File: src/rational_arith_unit_macros.svh
// Assertion macros for the rational arithmetic unit.
`ifndef RATIONAL_ARITH_UNIT_MACROS_SVH
`define RATIONAL_ARITH_UNIT_MACROS_SVH
// Implication checked on every clock edge outside reset.
`define RAU_ASSERT_IMP(lbl, ante, cons) \
	lbl: assert property (@(posedge clk) disable iff (!arst_n) (ante) |-> (cons)) \
		else $error("assertion failed");
// Next-cycle implication checked outside reset.
`define RAU_ASSERT_NXT(lbl, ante, cons) \
	lbl: assert property (@(posedge clk) disable iff (!arst_n) (ante) |=> (cons)) \
		else $error("assertion failed");
`endif

File: src/rau_pkg.sv
// Types and codes shared by the rational arithmetic unit.
package rau_pkg;
	localparam logic [2:0] MODE_NORM = 3'd0;
	localparam logic [2:0] MODE_ADD  = 3'd1;
	localparam logic [2:0] MODE_SUB  = 3'd2;
	localparam logic [2:0] MODE_MUL  = 3'd3;
	localparam logic [2:0] MODE_DIV  = 3'd4;
	localparam logic [2:0] MODE_EQ   = 3'd5;

	localparam logic [1:0] ST_OK   = 2'd0;
	localparam logic [1:0] ST_ZERO = 2'd1;
	localparam logic [1:0] ST_OVF  = 2'd2;

	typedef struct packed {
		logic [2:0]         mode;
		logic signed [31:0] a_num;
		logic signed [31:0] a_den;
		logic signed [31:0] b_num;
		logic signed [31:0] b_den;
	} in_item_t;

	typedef struct packed {
		logic signed [31:0] res_num;
		logic [30:0]        res_den;
		logic               equal;
		logic [1:0]         status;
	} out_item_t;

	// Classified operand: sign and magnitude, plus a cleaned mode.
	typedef struct packed {
		logic [2:0]  mode;
		logic        a_neg;
		logic [32:0] a_nm;
		logic [32:0] a_dm;
		logic        b_neg;
		logic [32:0] b_nm;
		logic [32:0] b_dm;
		logic        err;
	} job_t;
endpackage

File: src/rau_front.sv
// Front end: accepts items, classifies them and writes them to the job queue.
module rau_front #(
	parameter int WORD_BITS = 32
) (
	input  logic             clk,
	input  logic             arst_n,
	input  logic             valid,
	output logic             stall,
	input  rau_pkg::in_item_t in_item,
	output logic             job_valid,
	input  logic             job_stall,
	output rau_pkg::job_t    job
);
	localparam int DEPTH = 2;
	rau_pkg::job_t fifo_q [DEPTH];
	logic [1:0] cnt_q;
	logic       wp_q, rp_q;
	rau_pkg::job_t nj;
	logic push, pop;

	function automatic logic [32:0] mag(input logic [31:0] v, output logic neg);
		logic [32:0] s;
		begin
			s   = 33'(signed'(v[WORD_BITS-1:0]));
			neg = s[32];
			mag = neg ? (33'd0 - s) : s;
		end
	endfunction

	always_comb begin
		logic [2:0] m;
		logic dn, an;
		m = in_item.mode;
		if (m > rau_pkg::MODE_EQ) m = rau_pkg::MODE_NORM;
		nj = '0;
		nj.mode  = m;
		nj.a_nm  = mag(in_item.a_num, an);
		nj.a_dm  = mag(in_item.a_den, dn);
		nj.a_neg = an ^ dn;
		nj.b_nm  = mag(in_item.b_num, an);
		nj.b_dm  = mag(in_item.b_den, dn);
		nj.b_neg = an ^ dn;
		nj.err   = (nj.a_dm == '0) || (m != rau_pkg::MODE_NORM && nj.b_dm == '0) ||
			(m == rau_pkg::MODE_DIV && nj.b_nm == '0);
	end

	assign stall     = (cnt_q == 2'(DEPTH));
	assign push      = valid && !stall;
	assign job_valid = (cnt_q != 2'd0);
	assign pop       = job_valid && !job_stall;
	assign job       = fifo_q[rp_q];

	always_ff @(posedge clk) begin
		if (push) fifo_q[wp_q] <= nj;
	end

	always_ff @(posedge clk or negedge arst_n) begin
		if (!arst_n) begin
			cnt_q <= '0;
			wp_q  <= 1'b0;
			rp_q  <= 1'b0;
		end else begin
			if (push) wp_q <= !wp_q;
			if (pop) rp_q <= !rp_q;
			cnt_q <= cnt_q + 2'(push) - 2'(pop);
		end
	end
endmodule

File: config.mk
export PLATFORM = sky130hd
export DESIGN_NAME = rau_front
export DESIGN_NICKNAME = d
export VERILOG_FILES = /design/src/rational_arith_unit_macros.svh /design/src/rau_pkg.sv /design/src/rau_front.sv
export SDC_FILE = /design/constraint.sdc
export NUM_CORES = 1
export LEC_CHECK = 0
export BUFFER_PORTS_ARGS = -buffer_cell sky130_fd_sc_hd__buf_4
export CAP_MARGIN = 0
export CORE_MARGIN = 3
export CORE_UTILIZATION = 55
export DETAILED_ROUTE_END_ITERATION = 16
export GPL_TIMING_DRIVEN = 1
export PLACE_DENSITY = 0.8
export SYNTH_ARGS = -nofsm -noshare
export SYNTH_HDL_FRONTEND = slang
export SYNTH_SLANG_ARGS = --single-unit
File: constraint.sdc
create_clock -name clk -period 16.75 [get_ports clk]
set_input_delay 0.8375 -clock clk [delete_from_list [all_inputs] [get_ports clk]]
set_output_delay 0.8375 -clock clk [all_outputs]
set_load 0.05 [all_outputs]
==> PnR_summary.wiki <==
{| class="wikitable"
! Metric !! Value
|-
| Portion of total power attributed to the clock network || approximately a fifth
|-
| Total power after layout || about 3.0 mW
|-
| Largest net degree at the start of global routing || between 70 and 80
|-
| Cell chain of the critical path || buf_4, mux2_2, buf_4
|-
| Power per standard cell area || ~180 mW/mm2
|-
| Hold bufs inserted after CTS || 0
|-
| Cell depth of the worst flop-to-flop path || 3
|-
| GP Congestion || 0.900
|-
| Remaining Overflow, GRT || 0
|-
| Final hold violations || 0
|-
| Share of total power in combinational logic || a little over two fifths
|-
| Layout fillers || about 1700
|-
| Top-Level Pins || ~280
|-
| Sequential Power Share || around a third
|-
| Initial antenna violation count || 1
|-
| Stages on the worst setup path || 3
|-
| Vertical die dimension || ~160 um
|-
| Number of nets with antenna violations after routing || 0
|-
| Core outline area || about 0.024 mm2
|-
| Max-slew headroom at the worst pin || between 30% and 40%
|-
| Average via count per standard cell || ~5.7
|-
| Critical path data required time || approximately 16 ns
|-
| Arrival time at the worst endpoint || roughly 3.1 ns
|-
| Wire length after detailed routing || about 30000 um
|-
| CTS Root Cell || sky130_fd_sc_hd__clkbuf_16
|-
| Cell family with most CP delay || buffers and inverters
|-
| CP dominant cell by count || sky130_fd_sc_hd__buf_4
|-
| Top library cells by usage in the layout, fill and taps aside || sky130_fd_sc_hd__buf_4, sky130_fd_sc_hd__edfxtp_1, sky130_fd_sc_hd__mux2_2
|-
| Synth Flop Type || sky130_fd_sc_hd__edfxtp_1
|-
| Number of iterations in the first detailed-routing pass || 5
|-
| Post-cts repair resize count || 0
|-
| Clock-pin transition on the worst setup and hold timing paths || ~0.06 ns
|-
| Total routing usage reported by global routing || roughly 22%
|-
| Total clock buffers created by CTS || 29
|-
| Classification of the worst-slack hold path || in -> async
|-
| Post-CTS Repair Setup Buffers || 0
|-
| Area growth from synthesis to final layout || 24.3%
|-
| NumNets Final || 1354
|-
| Nature of the critical path endpoint || primary output
|-
| Crit path kind || reg -> out
|-
| Post-Synthesis Cell Area || 0.0135 mm2
|-
| Internal power of the cells || around 1.8 mW
|-
| Site row count || 56
|-
| Via count of the first global-routing pass || between 8000 and 9000
|-
| Buffers added on ports || approximately 270
|-
| Post-Place Worst Slack || 12.66 ns
|-
| Synth cell types || 61
|-
| Sum of buffers and inverters on the critical path || 2
|-
| Outcome || finished clean
|-
| Number of design rule violations left after detail routing || 0
|-
| Worst Setup Slack, final || 12.77 ns
|-
| Share of the synthesized area in the top cell type || 61.4%
|-
| Post-synth EDFFs || between 200 and 300
|-
| Post-route minimum period || slightly below 4 ns
|-
| Crit-path max FO || between 70 and 80
|-
| Number of violations of the max-capacitance limit || 0
|-
| Total vias in the final route || 8804
|-
| Leak Pwr || roughly 5.9 nW
|-
| Cell count after synthesis || between 900 and 1000
|-
| Net switching power || 1.20 mW
|-
| First-pass GRT wire length || around 47000 um
|-
| Area leader, netlist || sky130_fd_sc_hd__edfxtp_1
|-
| Kind of start point of the critical path || flip-flop
|-
| Sw Ratio || between 40% and 50%
|-
| Initial standard-cell utilization of the core || ~57%
|-
| Ratio of final minimum period to clock period || 23.8%
|-
| Slowest stage cell, crit path || sky130_fd_sc_hd__dfrtp_4
|-
| Mean instance size in the synthesized netlist || between 10 and 15 um2
|-
| Share of layout cells above drive strength 1 || approximately 40%
|-
| Die Area || 0.0265 mm2
|-
| Sequential element share of the synthesized area || between 60% and 70%
|-
| Max stage delay on crit path || ~1 ns
|-
| Final-report max-slew violation count || 0
|-
| Cell types with the largest area share after synthesis || sky130_fd_sc_hd__edfxtp_1, sky130_fd_sc_hd__mux2_2, sky130_fd_sc_hd__xnor2_1
|-
| CTS tree || built
|-
| Clock network latency to the later pin of the worst-skew pair || between 0.5 and 0.6 ns
|-
| Maximum vdd drop || between 150 and 200 uV
|-
| Width of the die || ~160 um
|-
| Number of design-rule violations left by the first detailed-router iteration || slightly below 600
|-
| Flip-flop and latch count after synthesis || between 200 and 300
|-
| Proportion of synthesized flip-flops having asynchronous set or reset || under 10%
|-
| Most frequent standard cell in the layout excluding fill and tap cells || sky130_fd_sc_hd__buf_4
|-
| Unrepaired setup endpoints after global routing || no
|-
| Worst clock skew || between 0.008 and 0.009 ns
|-
| Num Clock Sinks || 280
|-
| Final antenna diode count || 0
|-
| Max H-tree Level || 1
|-
| Worst-case clock buffer depth || 3
|-
| Worst Tran Pin Value || about 1 ns
|-
| Warning count from the yosys run || 0
|-
| Hpwl dp || around 21000 um
|-
| Final count of negative-setup-slack endpoints || 0
|-
| Setup total negative slack || 0 ns
|-
| Final routed wire length divided by cell count || approximately 20 um
|-
| Max Fclk || 251 MHz
|}
-- layout make-up --
| cell class | count | area, um2 | area share, % |
|---|---|---|---|
| sequential | 280 | 8390 | 50.0 |
| clock inverter | 19 | 201 | 1.20 |
| inverter | 18 | 67.6 | 0.402 |
| multi-input combinational | 604 | 4900 | 29.2 |
| clock buffer | 34 | 744 | 4.43 |
| timing repair buffer | 278 | 2090 | 12.4 |
| tap | 319 | 399 | 2.38 |
-- layer usage --
metal  share of wire (%)  wire, um  GRT usage, %
met4                 3.0       896          6.69
met3                 6.4      1930          3.81
met5               0.040        12             0
met1                  41     12500          30.5
met2                  49     15000          36.6
-- metrics by stage --
stage               util, %  instance area [um2]  std cells  hold WS, ns
global route           70.5                16800       1552       0.0737
floorplan                 -                13500        951        0.461
global placement       66.5                15800       1499        0.503
detailed placement     66.5                15800       1499        0.516
CTS                    70.5                16800       1552       0.0651
finish                 70.5                16800       1552       0.0887
-- kinds of logic after synthesis --
kind of cell / count (synthesis) / synth area share [%]
flops: 280 / 62.1
simple gates: 205 / 9.23
mux: 140 / 11.7
xor+xnor: 122 / 7.91
compound gates: 121 / 6.45
buf+inv: 67 / 1.89
fa+ha+maj: 8 / 0.741
other cells: 1 / 0.0278
-- registers in the layout (all words and copies together), names as in the netlist --
register,cells
fifo_q,276
cnt_q,2
rp_q,1
wp_q,1
-- worst reg2reg max path: cells and delay by family, from the launching register on --
kind / cells / cell delay [ns]
AND/OR/NAND/NOR: 2 / 0.99
flip-flops: 1 / 0.36
buffers and inverters: 1 / 0.91
-- synth_stat cells, drive strengths merged, types with 2 or more instances --
library cell  instances
or3                  23
edfxtp              276
o32ai                 2
o21bai                2
o41ai                21
nand4b                6
or4b                  4
nor4                 18
o21ai                39
dfrtp                 4
nor2                 22
xnor2               113
a41oi                 2
a21oi                 2
nor4b                 2
mux2                139
o311ai                2
buf                   7
a31oi                 3
o31ai                37
and4                  2
o41a                  2
nand2                39
and2                  2
xor2                  9
or4                  24
inv                  18
nor3                 19
or2                  13
nor2b                 4
nand4                 4
or3b                  3
nand2b                9
clkbuf               42
ha                    8
and4b                 3
nor4bb                2
nand3                 2
-- worst paths after layout --
| kind | from | end | slack (ns) |
|---|---|---|---|
| setup / recovery | rp_q$_DFFE_PN0P_ | job[58] | 12.77 |
| hold / removal | arst_n | cnt_q[0]$_DFF_PN0_ | 0.09 |
| setup reg to reg | cnt_q[0]$_DFF_PN0_ | fifo_q[1][45]$_DFFE_PP_ | 14.00 |
| hold reg to reg | cnt_q[0]$_DFF_PN0_ | cnt_q[0]$_DFF_PN0_ | 0.54 |
| max in group asynchronous | arst_n | rp_q$_DFFE_PN0P_ | 16.55 |
| min in group clk | in_item[32] | fifo_q[0][34]$_DFFE_PP_ | 0.52 |
-- power by group through the flow --
| stage | clock, mW | sequential [mW] | combinational (mW) |
|---|---|---|---|
| floorplan | 0 | 1.04 | 0.950 |
| global placement | 0 | 1.05 | 1.30 |
| detailed placement | 0 | 1.06 | 1.30 |
| CTS | 0.648 | 1.05 | 1.31 |
| global route | 0.674 | 1.06 | 1.35 |
| finish | 0.634 | 1.04 | 1.29 |
Power figures use the tool's default switching activity.
